==> config.mk <==
export PLATFORM = sky130hd
export DESIGN_NAME = shake_session_detector_top
export DESIGN_NICKNAME = d
export VERILOG_FILES = /design/src/sesd_pkg.sv /design/src/shake_session_detector_top.sv /design/src/sesd_queue.sv /design/src/sesd_front.sv /design/src/sesd_back.sv
export SDC_FILE = /design/constraint.sdc
export NUM_CORES = 2
export LEC_CHECK = 0
export ABC_AREA = 1
export BUFFER_PORTS_ARGS = -buffer_cell sky130_fd_sc_hd__buf_2
export CORE_MARGIN = 2
export CORE_UTILIZATION = 35
export DETAILED_ROUTE_END_ITERATION = 12
export GPL_TIMING_DRIVEN = 0
export PLACE_DENSITY = 0.6
export SYNTH_ARGS = -nofsm -noshare
export SYNTH_HDL_FRONTEND = slang
export SYNTH_HIERARCHICAL = 1
export SYNTH_SLANG_ARGS = --single-unit
==> constraint.sdc <==
create_clock -name clk_i -period 20.7 [get_ports clk_i]
set_clock_uncertainty 0.15 [all_clocks]
set_input_delay 2.07 -clock clk_i [delete_from_list [all_inputs] [get_ports clk_i]]
set_output_delay 2.07 -clock clk_i [all_outputs]
set_load 0.02 [all_outputs]
==> src/sesd_pkg.sv <==
package sesd_pkg;

  // result field widths, fixed by the output format
  localparam int unsigned MAG_W       = 17;
  localparam int unsigned CANDS_W     = 4;
  localparam int unsigned DUR_W       = 32;
  localparam int unsigned OUT_W       = MAG_W + 4 + CANDS_W + DUR_W;
  localparam int unsigned OUT_TDATA_W = ((OUT_W + 7) / 8) * 8;

  // configuration port
  localparam int unsigned CFG_W      = 16;
  localparam int unsigned REQ_W      = 4;
  localparam int unsigned APB_ADDR_W = 5;
  localparam int unsigned APB_DATA_W = 32;
  localparam int unsigned REG_IDX_W  = 3;

  // entries in the front to back queue
  localparam int unsigned QDEPTH = 2;

  localparam logic [CFG_W-1:0] PEAK_THRESHOLD_RST   = 16'd2376;
  localparam logic [CFG_W-1:0] MIN_PEAK_SPACING_RST = 16'd100;
  localparam logic [CFG_W-1:0] CANDIDATE_WINDOW_RST = 16'd700;
  localparam logic [CFG_W-1:0] MAX_ACTIVE_GAP_RST   = 16'd650;
  localparam logic [REQ_W-1:0] REQUIRED_PEAKS_RST   = 4'd2;

  typedef enum logic [REG_IDX_W-1:0] {
    REG_PEAK_THRESHOLD   = 3'd0,
    REG_MIN_PEAK_SPACING = 3'd1,
    REG_CANDIDATE_WINDOW = 3'd2,
    REG_MAX_ACTIVE_GAP   = 3'd3,
    REG_REQUIRED_PEAKS   = 3'd4
  } reg_idx_e;

  typedef struct packed {
    logic [CFG_W-1:0] peak_threshold;
    logic [CFG_W-1:0] min_peak_spacing;
    logic [CFG_W-1:0] candidate_window;
    logic [CFG_W-1:0] max_active_gap;
    logic [REQ_W-1:0] required_peaks;
  } cfg_t;

  // first member lands in the top bits, so the magnitude ends up lowest
  typedef struct packed {
    logic [DUR_W-1:0]   active_duration;
    logic [CANDS_W-1:0] candidates_now;
    logic               session_on;
    logic               session_ended;
    logic               session_began;
    logic               peak_seen;
    logic [MAG_W-1:0]   delta_magnitude;
  } result_t;

  typedef enum logic [1:0] {
    F_IDLE,
    F_SQUARE,
    F_SUM,
    F_PUSH
  } front_state_e;

  typedef enum logic [1:0] {
    B_IDLE,
    B_ROOT,
    B_DONE
  } back_state_e;

endpackage

==> src/shake_session_detector_top.sv <==
// channel   dir  handshake                        payload
// s_axis    in   s_axis_tvalid_i/s_axis_tready_o  accel_x, accel_y, accel_z, time_ms
// m_axis    out  m_axis_tvalid_o/m_axis_tready_i  delta_magnitude .. active_duration
// apb       in   psel/penable/pready              five 32-bit registers at 4*index
//
// the front accepts a beat, squares, sums and hands it to the queue before it takes the next
// one, and the hand-off waits while the queue is full; the back runs the square root unit,
// which resolves one root bit a cycle, before the result goes to the output register
// a priming sample skips the root
// reset clears the session state and loads register defaults; no clearing pass
// a two-entry queue lets the front keep accepting while the root runs, and the
// output register holds a result beat until the sink takes it
module shake_session_detector_top #(
  parameter int unsigned SAMPLE_WIDTH = 16,
  parameter int unsigned TIME_WIDTH   = 32
) (
  input  logic                                  clk_i,
  input  logic                                  rst_ni,
  // stream in
  input  logic                                  s_axis_tvalid_i,
  output logic                                  s_axis_tready_o,
  // accel_x, accel_y, accel_z, time_ms, zero pad
  input  logic [((3*SAMPLE_WIDTH+TIME_WIDTH+7)/8)*8-1:0] s_axis_tdata_i,
  // stream out
  output logic                                  m_axis_tvalid_o,
  input  logic                                  m_axis_tready_i,
  // delta_magnitude, peak_seen, session_began, session_ended, session_on,
  // candidates_now, active_duration, zero pad
  output logic [sesd_pkg::OUT_TDATA_W-1:0]      m_axis_tdata_o,
  // register port
  input  logic                                  psel,
  input  logic                                  penable,
  input  logic                                  pwrite,
  input  logic [sesd_pkg::APB_ADDR_W-1:0]       paddr,
  input  logic [sesd_pkg::APB_DATA_W-1:0]       pwdata,
  output logic [sesd_pkg::APB_DATA_W-1:0]       prdata,
  output logic                                  pready
);
  import sesd_pkg::*;

  localparam int unsigned SW      = SAMPLE_WIDTH;
  localparam int unsigned TW      = TIME_WIDTH;
  localparam int unsigned ENTRY_W = 2 * SW + 3 + TW;

  cfg_t     cfg_q;
  reg_idx_e reg_idx;
  logic     cfg_wr;

  logic               q_push, q_pop, q_full, q_empty;
  logic [ENTRY_W-1:0] q_wdata, q_rdata;
  result_t            res;

  // register file
  assign pready  = 1'b1;
  assign reg_idx = reg_idx_e'(paddr[APB_ADDR_W-1:2]);
  assign cfg_wr  = psel && penable && pwrite && pready;

  always_ff @(posedge clk_i or negedge rst_ni) begin
    if (!rst_ni) begin
      cfg_q.peak_threshold   <= PEAK_THRESHOLD_RST;
      cfg_q.min_peak_spacing <= MIN_PEAK_SPACING_RST;
      cfg_q.candidate_window <= CANDIDATE_WINDOW_RST;
      cfg_q.max_active_gap   <= MAX_ACTIVE_GAP_RST;
      cfg_q.required_peaks   <= REQUIRED_PEAKS_RST;
    end else if (cfg_wr) begin
      case (reg_idx)
        REG_PEAK_THRESHOLD:   cfg_q.peak_threshold   <= pwdata[CFG_W-1:0];
        REG_MIN_PEAK_SPACING: cfg_q.min_peak_spacing <= pwdata[CFG_W-1:0];
        REG_CANDIDATE_WINDOW: cfg_q.candidate_window <= pwdata[CFG_W-1:0];
        REG_MAX_ACTIVE_GAP:   cfg_q.max_active_gap   <= pwdata[CFG_W-1:0];
        REG_REQUIRED_PEAKS:   cfg_q.required_peaks   <= pwdata[REQ_W-1:0];
        default: ;
      endcase
    end
  end

  always_comb begin
    case (reg_idx)
      REG_PEAK_THRESHOLD:   prdata = APB_DATA_W'(cfg_q.peak_threshold);
      REG_MIN_PEAK_SPACING: prdata = APB_DATA_W'(cfg_q.min_peak_spacing);
      REG_CANDIDATE_WINDOW: prdata = APB_DATA_W'(cfg_q.candidate_window);
      REG_MAX_ACTIVE_GAP:   prdata = APB_DATA_W'(cfg_q.max_active_gap);
      REG_REQUIRED_PEAKS:   prdata = APB_DATA_W'(cfg_q.required_peaks);
      default:              prdata = '0;
    endcase
  end

  // front: previous sample, differences and squared sum
  sesd_front #(
    .SAMPLE_WIDTH(SW),
    .TIME_WIDTH  (TW)
  ) u_front (
    .clk_i     (clk_i),
    .rst_ni    (rst_ni),
    .in_valid_i(s_axis_tvalid_i),
    .in_ready_o(s_axis_tready_o),
    .accel_x_i (s_axis_tdata_i[SW-1:0]),
    .accel_y_i (s_axis_tdata_i[2*SW-1:SW]),
    .accel_z_i (s_axis_tdata_i[3*SW-1:2*SW]),
    .time_ms_i (s_axis_tdata_i[3*SW+TW-1:3*SW]),
    .q_full_i  (q_full),
    .q_push_o  (q_push),
    .q_data_o  (q_wdata)
  );

  // prime flag, squared sum and timestamp waiting for the back
  sesd_queue #(
    .W(ENTRY_W)
  ) u_queue (
    .clk_i  (clk_i),
    .rst_ni (rst_ni),
    .push_i (q_push),
    .data_i (q_wdata),
    .full_o (q_full),
    .pop_i  (q_pop),
    .empty_o(q_empty),
    .data_o (q_rdata)
  );

  // back: square root, peak and session tracking, output register
  sesd_back #(
    .SAMPLE_WIDTH(SW),
    .TIME_WIDTH  (TW)
  ) u_back (
    .clk_i      (clk_i),
    .rst_ni     (rst_ni),
    .cfg_i      (cfg_q),
    .q_empty_i  (q_empty),
    .q_data_i   (q_rdata),
    .q_pop_o    (q_pop),
    .out_valid_o(m_axis_tvalid_o),
    .out_ready_i(m_axis_tready_i),
    .out_data_o (res)
  );

  assign m_axis_tdata_o = {{(OUT_TDATA_W - OUT_W){1'b0}}, res};

endmodule

==> src/sesd_queue.sv <==
module sesd_queue #(
  parameter int unsigned W = 8
) (
  input  logic         clk_i,
  input  logic         rst_ni,
  input  logic         push_i,
  input  logic [W-1:0] data_i,
  output logic         full_o,
  input  logic         pop_i,
  output logic         empty_o,
  output logic [W-1:0] data_o
);
  import sesd_pkg::*;

  localparam int unsigned PTR_W = $clog2(QDEPTH);

  logic [W-1:0]     mem_q [QDEPTH];
  logic [PTR_W-1:0] wr_ptr_q, rd_ptr_q;
  logic [PTR_W:0]   cnt_q;

  assign full_o  = (cnt_q == (PTR_W + 1)'(QDEPTH));
  assign empty_o = (cnt_q == '0);
  assign data_o  = mem_q[rd_ptr_q];

  always_ff @(posedge clk_i or negedge rst_ni) begin
    if (!rst_ni) begin
      wr_ptr_q <= '0;
      rd_ptr_q <= '0;
      cnt_q    <= '0;
    end else begin
      if (push_i) begin
        wr_ptr_q <= wr_ptr_q + 1'b1;
      end
      if (pop_i) begin
        rd_ptr_q <= rd_ptr_q + 1'b1;
      end
      if (push_i && !pop_i) begin
        cnt_q <= cnt_q + 1'b1;
      end else if (pop_i && !push_i) begin
        cnt_q <= cnt_q - 1'b1;
      end
    end
  end

  always_ff @(posedge clk_i) begin
    if (push_i) begin
      mem_q[wr_ptr_q] <= data_i;
    end
  end

endmodule

==> src/sesd_front.sv <==
module sesd_front #(
  parameter int unsigned SAMPLE_WIDTH = 16,
  parameter int unsigned TIME_WIDTH   = 32
) (
  input  logic                                        clk_i,
  input  logic                                        rst_ni,
  input  logic                                        in_valid_i,
  output logic                                        in_ready_o,
  input  logic [SAMPLE_WIDTH-1:0]                     accel_x_i,
  input  logic [SAMPLE_WIDTH-1:0]                     accel_y_i,
  input  logic [SAMPLE_WIDTH-1:0]                     accel_z_i,
  input  logic [TIME_WIDTH-1:0]                       time_ms_i,
  input  logic                                        q_full_i,
  output logic                                        q_push_o,
  output logic [2*SAMPLE_WIDTH+2+TIME_WIDTH:0]        q_data_o
);
  import sesd_pkg::*;

  localparam int unsigned SW    = SAMPLE_WIDTH;
  localparam int unsigned SUM_W = 2 * SW + 2;

  front_state_e state_q, state_d;

  logic                  primed_q;
  logic [SW-1:0]         last_x_q, last_y_q, last_z_q;
  logic                  prime_q;
  logic [TIME_WIDTH-1:0] now_q;
  logic [SW:0]           adx_q, ady_q, adz_q;
  logic [SUM_W-1:0]      sqx_q, sqy_q, sqz_q, sum_q;
  logic                  accept;
  logic signed [SW:0]    dx, dy, dz;
  logic [SW:0]           adx, ady, adz;
  logic [SUM_W-1:0]      sqx, sqy, sqz;

  assign accept = in_valid_i && in_ready_o;

  // differences against the previous sample, one bit wider, then magnitude
  assign dx  = $signed({accel_x_i[SW-1], accel_x_i}) - $signed({last_x_q[SW-1], last_x_q});
  assign dy  = $signed({accel_y_i[SW-1], accel_y_i}) - $signed({last_y_q[SW-1], last_y_q});
  assign dz  = $signed({accel_z_i[SW-1], accel_z_i}) - $signed({last_z_q[SW-1], last_z_q});
  assign adx = dx[SW] ? (~dx + 1'b1) : dx;
  assign ady = dy[SW] ? (~dy + 1'b1) : dy;
  assign adz = dz[SW] ? (~dz + 1'b1) : dz;

  assign sqx = adx_q * adx_q;
  assign sqy = ady_q * ady_q;
  assign sqz = adz_q * adz_q;

  assign q_data_o = {prime_q, sum_q, now_q};

  always_comb begin
    state_d    = state_q;
    in_ready_o = 1'b0;
    q_push_o   = 1'b0;
    case (state_q)
      F_IDLE: begin
        in_ready_o = 1'b1;
        if (in_valid_i) begin
          state_d = F_SQUARE;
        end
      end
      F_SQUARE: state_d = F_SUM;
      F_SUM:    state_d = F_PUSH;
      F_PUSH: begin
        q_push_o = !q_full_i;
        if (!q_full_i) begin
          state_d = F_IDLE;
        end
      end
      default: state_d = F_IDLE;
    endcase
  end

  always_ff @(posedge clk_i or negedge rst_ni) begin
    if (!rst_ni) begin
      state_q  <= F_IDLE;
      primed_q <= 1'b0;
      last_x_q <= '0;
      last_y_q <= '0;
      last_z_q <= '0;
    end else begin
      state_q <= state_d;
      if (accept) begin
        primed_q <= 1'b1;
        last_x_q <= accel_x_i;
        last_y_q <= accel_y_i;
        last_z_q <= accel_z_i;
      end
    end
  end

  always_ff @(posedge clk_i) begin
    if (accept) begin
      prime_q <= !primed_q;
      now_q   <= time_ms_i;
      adx_q   <= adx;
      ady_q   <= ady;
      adz_q   <= adz;
    end
    if (state_q == F_SQUARE) begin
      sqx_q <= sqx;
      sqy_q <= sqy;
      sqz_q <= sqz;
    end
    if (state_q == F_SUM) begin
      sum_q <= sqx_q + sqy_q + sqz_q;
    end
  end

endmodule

==> src/sesd_back.sv <==
module sesd_back #(
  parameter int unsigned SAMPLE_WIDTH = 16,
  parameter int unsigned TIME_WIDTH   = 32
) (
  input  logic                                 clk_i,
  input  logic                                 rst_ni,
  input  sesd_pkg::cfg_t                       cfg_i,
  input  logic                                 q_empty_i,
  input  logic [2*SAMPLE_WIDTH+2+TIME_WIDTH:0] q_data_i,
  output logic                                 q_pop_o,
  output logic                                 out_valid_o,
  input  logic                                 out_ready_i,
  output sesd_pkg::result_t                    out_data_o
);
  import sesd_pkg::*;

  localparam int unsigned TW     = TIME_WIDTH;
  localparam int unsigned SUM_W  = 2 * SAMPLE_WIDTH + 2;
  localparam int unsigned ITER_N = SUM_W / 2;
  localparam int unsigned ITER_W = $clog2(ITER_N);
  localparam int unsigned CMP_W  = (SUM_W > 32) ? SUM_W : 32;

  back_state_e state_q, state_d;

  // item being worked on
  logic              prime_q;
  logic [SUM_W-1:0]  sum_q, rem_q, root_q, bit_q;
  logic [ITER_W-1:0] iter_q;
  logic [TW-1:0]     now_q, dpeak_q, dsess_q, dcand_q;
  logic [31:0]       thr2_q;

  // session state
  logic               in_session_q;
  logic [CANDS_W-1:0] cand_cnt_q;
  logic [TW-1:0]      last_peak_q, sess_start_q, cand_start_q;

  logic    out_valid_q;
  result_t out_q;

  logic              pop, fire;
  logic              q_prime;
  logic [SUM_W-1:0]  q_sum;
  logic [TW-1:0]     q_now;
  logic [SUM_W-1:0]  trial;

  // decision signals
  logic               ended, ins1, spacing_ok, first_cand, peak;
  logic [CANDS_W-1:0] cc1, cc2, cc3;
  logic               in_session_d;
  logic [CANDS_W-1:0] cand_cnt_d;
  logic               upd_peak, upd_cand_start, upd_sess_start;
  result_t            res;

  assign {q_prime, q_sum, q_now} = q_data_i;
  assign trial       = root_q + bit_q;
  assign out_valid_o = out_valid_q;
  assign out_data_o  = out_q;

  always_comb begin
    state_d = state_q;
    pop     = 1'b0;
    fire    = 1'b0;
    case (state_q)
      B_IDLE: begin
        pop = !q_empty_i;
        if (!q_empty_i) begin
          state_d = q_prime ? B_DONE : B_ROOT;
        end
      end
      B_ROOT: begin
        if (iter_q == '0) begin
          state_d = B_DONE;
        end
      end
      B_DONE: begin
        fire = !out_valid_q || out_ready_i;
        if (fire) begin
          state_d = B_IDLE;
        end
      end
      default: state_d = B_IDLE;
    endcase
  end

  assign q_pop_o = pop;

  // peak and session decision, on time differences taken when the item came in
  always_comb begin
    ended = in_session_q && (dpeak_q > TW'(cfg_i.max_active_gap));
    ins1  = in_session_q && !ended;
    cc1   = ended ? '0 : cand_cnt_q;
    if (!ins1 && (cc1 != '0) && (dcand_q > TW'(cfg_i.candidate_window))) begin
      cc2 = '0;
    end else begin
      cc2 = cc1;
    end
    spacing_ok = (ins1 || (cc2 != '0)) && (dpeak_q >= TW'(cfg_i.min_peak_spacing));
    first_cand = !ins1 && (cc2 == '0);
    peak       = (CMP_W'(sum_q) >= CMP_W'(thr2_q)) && (first_cand || spacing_ok);
    cc3        = cc2 + 1'b1;

    res                 = '0;
    res.delta_magnitude = root_q[MAG_W-1:0];
    res.session_ended   = ended;
    if (in_session_q) begin
      res.active_duration[TW-1:0] = dsess_q;
    end

    in_session_d   = ins1;
    cand_cnt_d     = cc2;
    upd_peak       = 1'b0;
    upd_cand_start = 1'b0;
    upd_sess_start = 1'b0;

    if (!peak) begin
      res.candidates_now = cc2;
      res.session_on     = ins1;
    end else begin
      res.peak_seen = 1'b1;
      upd_peak      = 1'b1;
      if (ins1) begin
        res.session_on = 1'b1;
      end else begin
        upd_cand_start     = (cc2 == '0);
        res.candidates_now = cc3;
        cand_cnt_d         = cc3;
        if (cc3 >= cfg_i.required_peaks) begin
          in_session_d       = 1'b1;
          upd_sess_start     = 1'b1;
          cand_cnt_d         = '0;
          res.candidates_now = '0;
          res.session_began  = 1'b1;
          res.session_on     = 1'b1;
        end
      end
    end
  end

  always_ff @(posedge clk_i or negedge rst_ni) begin
    if (!rst_ni) begin
      state_q      <= B_IDLE;
      out_valid_q  <= 1'b0;
      in_session_q <= 1'b0;
      cand_cnt_q   <= '0;
      last_peak_q  <= '0;
      sess_start_q <= '0;
      cand_start_q <= '0;
    end else begin
      state_q <= state_d;
      if (fire) begin
        out_valid_q <= 1'b1;
      end else if (out_ready_i) begin
        out_valid_q <= 1'b0;
      end
      if (fire && !prime_q) begin
        in_session_q <= in_session_d;
        cand_cnt_q   <= cand_cnt_d;
        if (upd_peak) begin
          last_peak_q <= now_q;
        end
        if (upd_cand_start) begin
          cand_start_q <= now_q;
        end
        if (upd_sess_start) begin
          sess_start_q <= now_q;
        end
      end
    end
  end

  always_ff @(posedge clk_i) begin
    if (pop) begin
      prime_q <= q_prime;
      sum_q   <= q_sum;
      rem_q   <= q_sum;
      root_q  <= '0;
      bit_q   <= SUM_W'(1) << (SUM_W - 2);
      iter_q  <= ITER_W'(ITER_N - 1);
      now_q   <= q_now;
      dpeak_q <= q_now - last_peak_q;
      dsess_q <= q_now - sess_start_q;
      dcand_q <= q_now - cand_start_q;
      thr2_q  <= cfg_i.peak_threshold * cfg_i.peak_threshold;
    end else if (state_q == B_ROOT) begin
      // one root bit per cycle
      if (rem_q >= trial) begin
        rem_q  <= rem_q - trial;
        root_q <= (root_q >> 1) + bit_q;
      end else begin
        root_q <= root_q >> 1;
      end
      bit_q  <= bit_q >> 2;
      iter_q <= iter_q - 1'b1;
    end
    if (fire) begin
      out_q <= prime_q ? result_t'('0) : res;
    end
  end

endmodule

==> flow_metrics.tcl <==
set metrics [dict create \
    antenna_violations_before_repair 13 \
    drt-vias-per-instance 4.78 \
    route.final.wire_length_um 222000 \
    number_of_enable_type_register_cells_in_the_synthesized_netlist 636 \
    postSynthAreaPerCell_um2 8.79 \
    dp.final_hpwl_um 184000 \
    slew_viol_final 0 \
    design.portCount 223 \
    timing.final.setup_violations 0 \
    worst_setup_path_startpoint "cfg_q[58]" \
    final_util 0.389 \
    synthCells 9609 \
    finalNetCount 11589 \
    postCtsResizedCells 0 \
    timing.max_slew.rel_slack 0.371 \
    max_cap_violations 0 \
    die_height_um 495 \
    critPathRequiredTime_ns 20.99 \
    critical_path_peak_fanout 10 \
    clkSinkCount 919 \
    grt_pass1_vias 64699 \
    die_w_um 495 \
    die_area_um2 245000 \
    cts-buffers-inserted 102 \
    cts_root_buf "sky130_fd_sc_hd__clkbuf_16" \
    crit_type "reg2reg" \
    critical_path.startpoint_type "flip-flop" \
    synth_top_area_share 0.226 \
    final.min_clock_period_ns 7.72 \
    drive_gt1_frac 0.0763 \
    dr_total_vias 63145 \
    timing.reg2reg.setup_slack_ns 12.98 \
    first_pass_iters 5 \
    r2r-start "cfg_q[58]" \
    worstReg2RegEnd "u_back/thr2_q[31]" \
    start_util 0.352 \
    most_instantiated_flip_flop_cell_in_the_synthesis_netlist "sky130_fd_sc_hd__edfxtp_1" \
    global_route.usage.total 0.182 \
    netlist_top_cells_area "sky130_fd_sc_hd__edfxtp_1 (23%), sky130_fd_sc_hd__fa_1 (18%), sky130_fd_sc_hd__ha_1 (11%)" \
    postCtsHoldBufs 0 \
    top_library_cells_by_usage_in_the_layout_fill_and_taps_aside "sky130_fd_sc_hd__inv_1 (2,166), sky130_fd_sc_hd__nand2_1 (2,003), sky130_fd_sc_hd__fa_1 (776), sky130_fd_sc_hd__ha_1 (759), sky130_fd_sc_hd__edfxtp_1 (636)" \
    hold_violations 0 \
    dpl_cell_area_um2 89700 \
    yosysWarningCount 6 \
    row_cnt 180 \
    final_estimated_routing_congestion_in_global_placement 0.926 \
    final_min_period_over_clock_period 0.373 \
    status "finished, final reports clean" \
    buffer_ports.inserted 178 \
    rsz0062_at_grt "no" \
    routedWlPerCell_um 16.8 \
    cts.repair_timing.setup_buffer_count 0 \
    longest_clk_path_bufs 3 \
    placeable_core_region_um2 240000 \
    setup_tns_ns 0 \
    drcViolationCount 0 \
    area_delta_synth_final_pct 10.5 \
    clock_latency_ns 0.76 \
    grt_start_max_net_pins 99 \
    timing.critical_path.to "u_back/thr2_q[31]" \
    timing.critical_path.to_type "flip-flop" \
    syn_area_um2 84400 \
    gr-total-overflow 0 \
    grt_pass1_wl_um 353000 \
    worst_hold_path_type "reg2reg" \
    h-tree-depth 3 \
    tritoncts_clock_tree "yes" \
    holdWs_ns 0.245 \
    largest_area_contributor_in_the_netlist "sky130_fd_sc_hd__edfxtp_1" \
    tightest_slew_ns 0.939 \
    yosysSeqAreaShare 0.307 \
    reg2regPathDepth 26 \
    antenna_violating_nets_post_route 0 \
    design_area_um2 93300 \
    final_common_cell "sky130_fd_sc_hd__inv_1" \
    async_reset_ff_frac 0.247 \
    clk_pin_slew_ns 0.07 \
    fmaxAchievable_mhz 129 \
    synth-seq-cells 919 \
    critPathArrivalTime_ns 8.01 \
    synth_cell_types 71 \
    drt-initial-drc-count 4117 \
]
cell usage after synthesis (all sizes together) (4+ instances only):
cell type     n
nand3b       14
nand4        70
nor3         75
nor4         21
a211oi        4
nand2      2052
and2         11
a31oi        25
nor2        487
a21o         30
o21a         32
a21oi       508
ha          761
inv        2179
o21bai       43
a21boi       10
o211ai       20
fa          776
dfrtp       209
dfxtp        56
o2111ai       7
or2          27
buf          84
o21ai       539
and3          4
dfstp        18
mux2         68
xnor2       148
a221oi       11
xor2        232
clkbuf      179
edfxtp      636
nand3       249
worst max-delay path, cell delays in order, from the launching register on:
cell                       delay (ns)
sky130_fd_sc_hd__dfstp_2         0.57
sky130_fd_sc_hd__clkbuf_1        0.50
sky130_fd_sc_hd__clkbuf_1        0.66
sky130_fd_sc_hd__nand2_1         0.24
sky130_fd_sc_hd__fa_1            0.54
sky130_fd_sc_hd__inv_1           0.05
sky130_fd_sc_hd__fa_1            0.50
sky130_fd_sc_hd__inv_1           0.05
sky130_fd_sc_hd__fa_1            0.48
sky130_fd_sc_hd__inv_1           0.06
sky130_fd_sc_hd__fa_1            0.52
sky130_fd_sc_hd__fa_1            0.55
sky130_fd_sc_hd__inv_1           0.05
sky130_fd_sc_hd__fa_1            0.56
sky130_fd_sc_hd__inv_1           0.05
sky130_fd_sc_hd__ha_1            0.36
sky130_fd_sc_hd__nand2_1         0.07
sky130_fd_sc_hd__inv_1           0.07
sky130_fd_sc_hd__nand3_1         0.09
sky130_fd_sc_hd__nor3_1          0.26
sky130_fd_sc_hd__nand3_1         0.13
sky130_fd_sc_hd__nand3_1         0.20
sky130_fd_sc_hd__nand3_1         0.10
sky130_fd_sc_hd__nand2_1         0.13
sky130_fd_sc_hd__a31oi_1         0.13
sky130_fd_sc_hd__o21ai_0         0.22
sky130_fd_sc_hd__xor2_1          0.10
metrics by stage:
step / cells / setup slack [ns]
2_1_floorplan: 9633 / 12.88
5_1_grt: 13204 / 12.68
4_1_cts: 13203 / 13.07
3_5_place_dp: 13009 / 13.14
6_report: 13209 / 12.98
3_3_place_gp: 12996 / 8.90
worst min path at each step:
stage | end | cells after the start | from | slack [ns]
global route | u_queue/mem_q[1][7] | 0 | u_front/now_q[7] | 0.25
detailed placement | u_queue/mem_q[0][38] | 0 | u_front/sum_q[6] | 0.28
floorplan | u_front/primed_q | 2 | u_front/primed_q | 0.27
CTS | u_queue/mem_q[1][7] | 0 | u_front/now_q[7] | 0.24
global placement | u_queue/mem_q[0][55] | 0 | u_front/sum_q[23] | 0.27
finish | u_queue/mem_q[1][7] | 0 | u_front/now_q[7] | 0.25
state kept, by name, indices dropped and copies added (netlist names), 33 cells and up:
register	flops
cfg_q	68
u_back/out_data_o	57
u_back/rem_q	34
u_back/root_q	34
u_back/sum_q	34
u_front/sqx_q	33
u_front/sqy_q	33
u_front/sqz_q	33
u_front/sum_q	34
u_queue/mem_q	134
routing by layer:
| layer | wire length, um | track usage | part of all wire |
|---|---|---|---|
| met1 | 102000 | 0.252 | 0.46 |
| met2 | 102000 | 0.298 | 0.46 |
| met3 | 11900 | 0.0239 | 0.054 |
| met4 | 5960 | 0.0493 | 0.027 |
| met5 | 37 | 0 | 0.00017 |
layout make-up:
class	count	area, um2
Sequential cell	919	25900
Tap cell	3185	3990
Clock buffer	122	2710
Timing Repair Buffer	191	1190
Buffer	263	1400
Antenna cell	6	15.0
Fill cell	24298	147000
Multi-Input combinational cell	6271	49000
Inverter	2180	8190
Clock inverter	72	851
cells by family (layout without fill, tap and decap cells):
kind of cell,count (synthesis),in the layout,share of synthesized area
AOI/OAI and AO/OA,1248,1248,0.0843
xor gates and xnor gates,380,380,0.0395
adders and majority gates,1537,1537,0.297
buffers and inverters,2443,2828,0.114
DFF,919,919,0.307
muxes,68,68,0.00996
other,3,33,0.000133
and+or+nand+nor,3011,3011,0.149
Power is left out: the tool's default activity adds up to more than one toggle a clock period on the data nets, which glitch-free logic cannot reach.
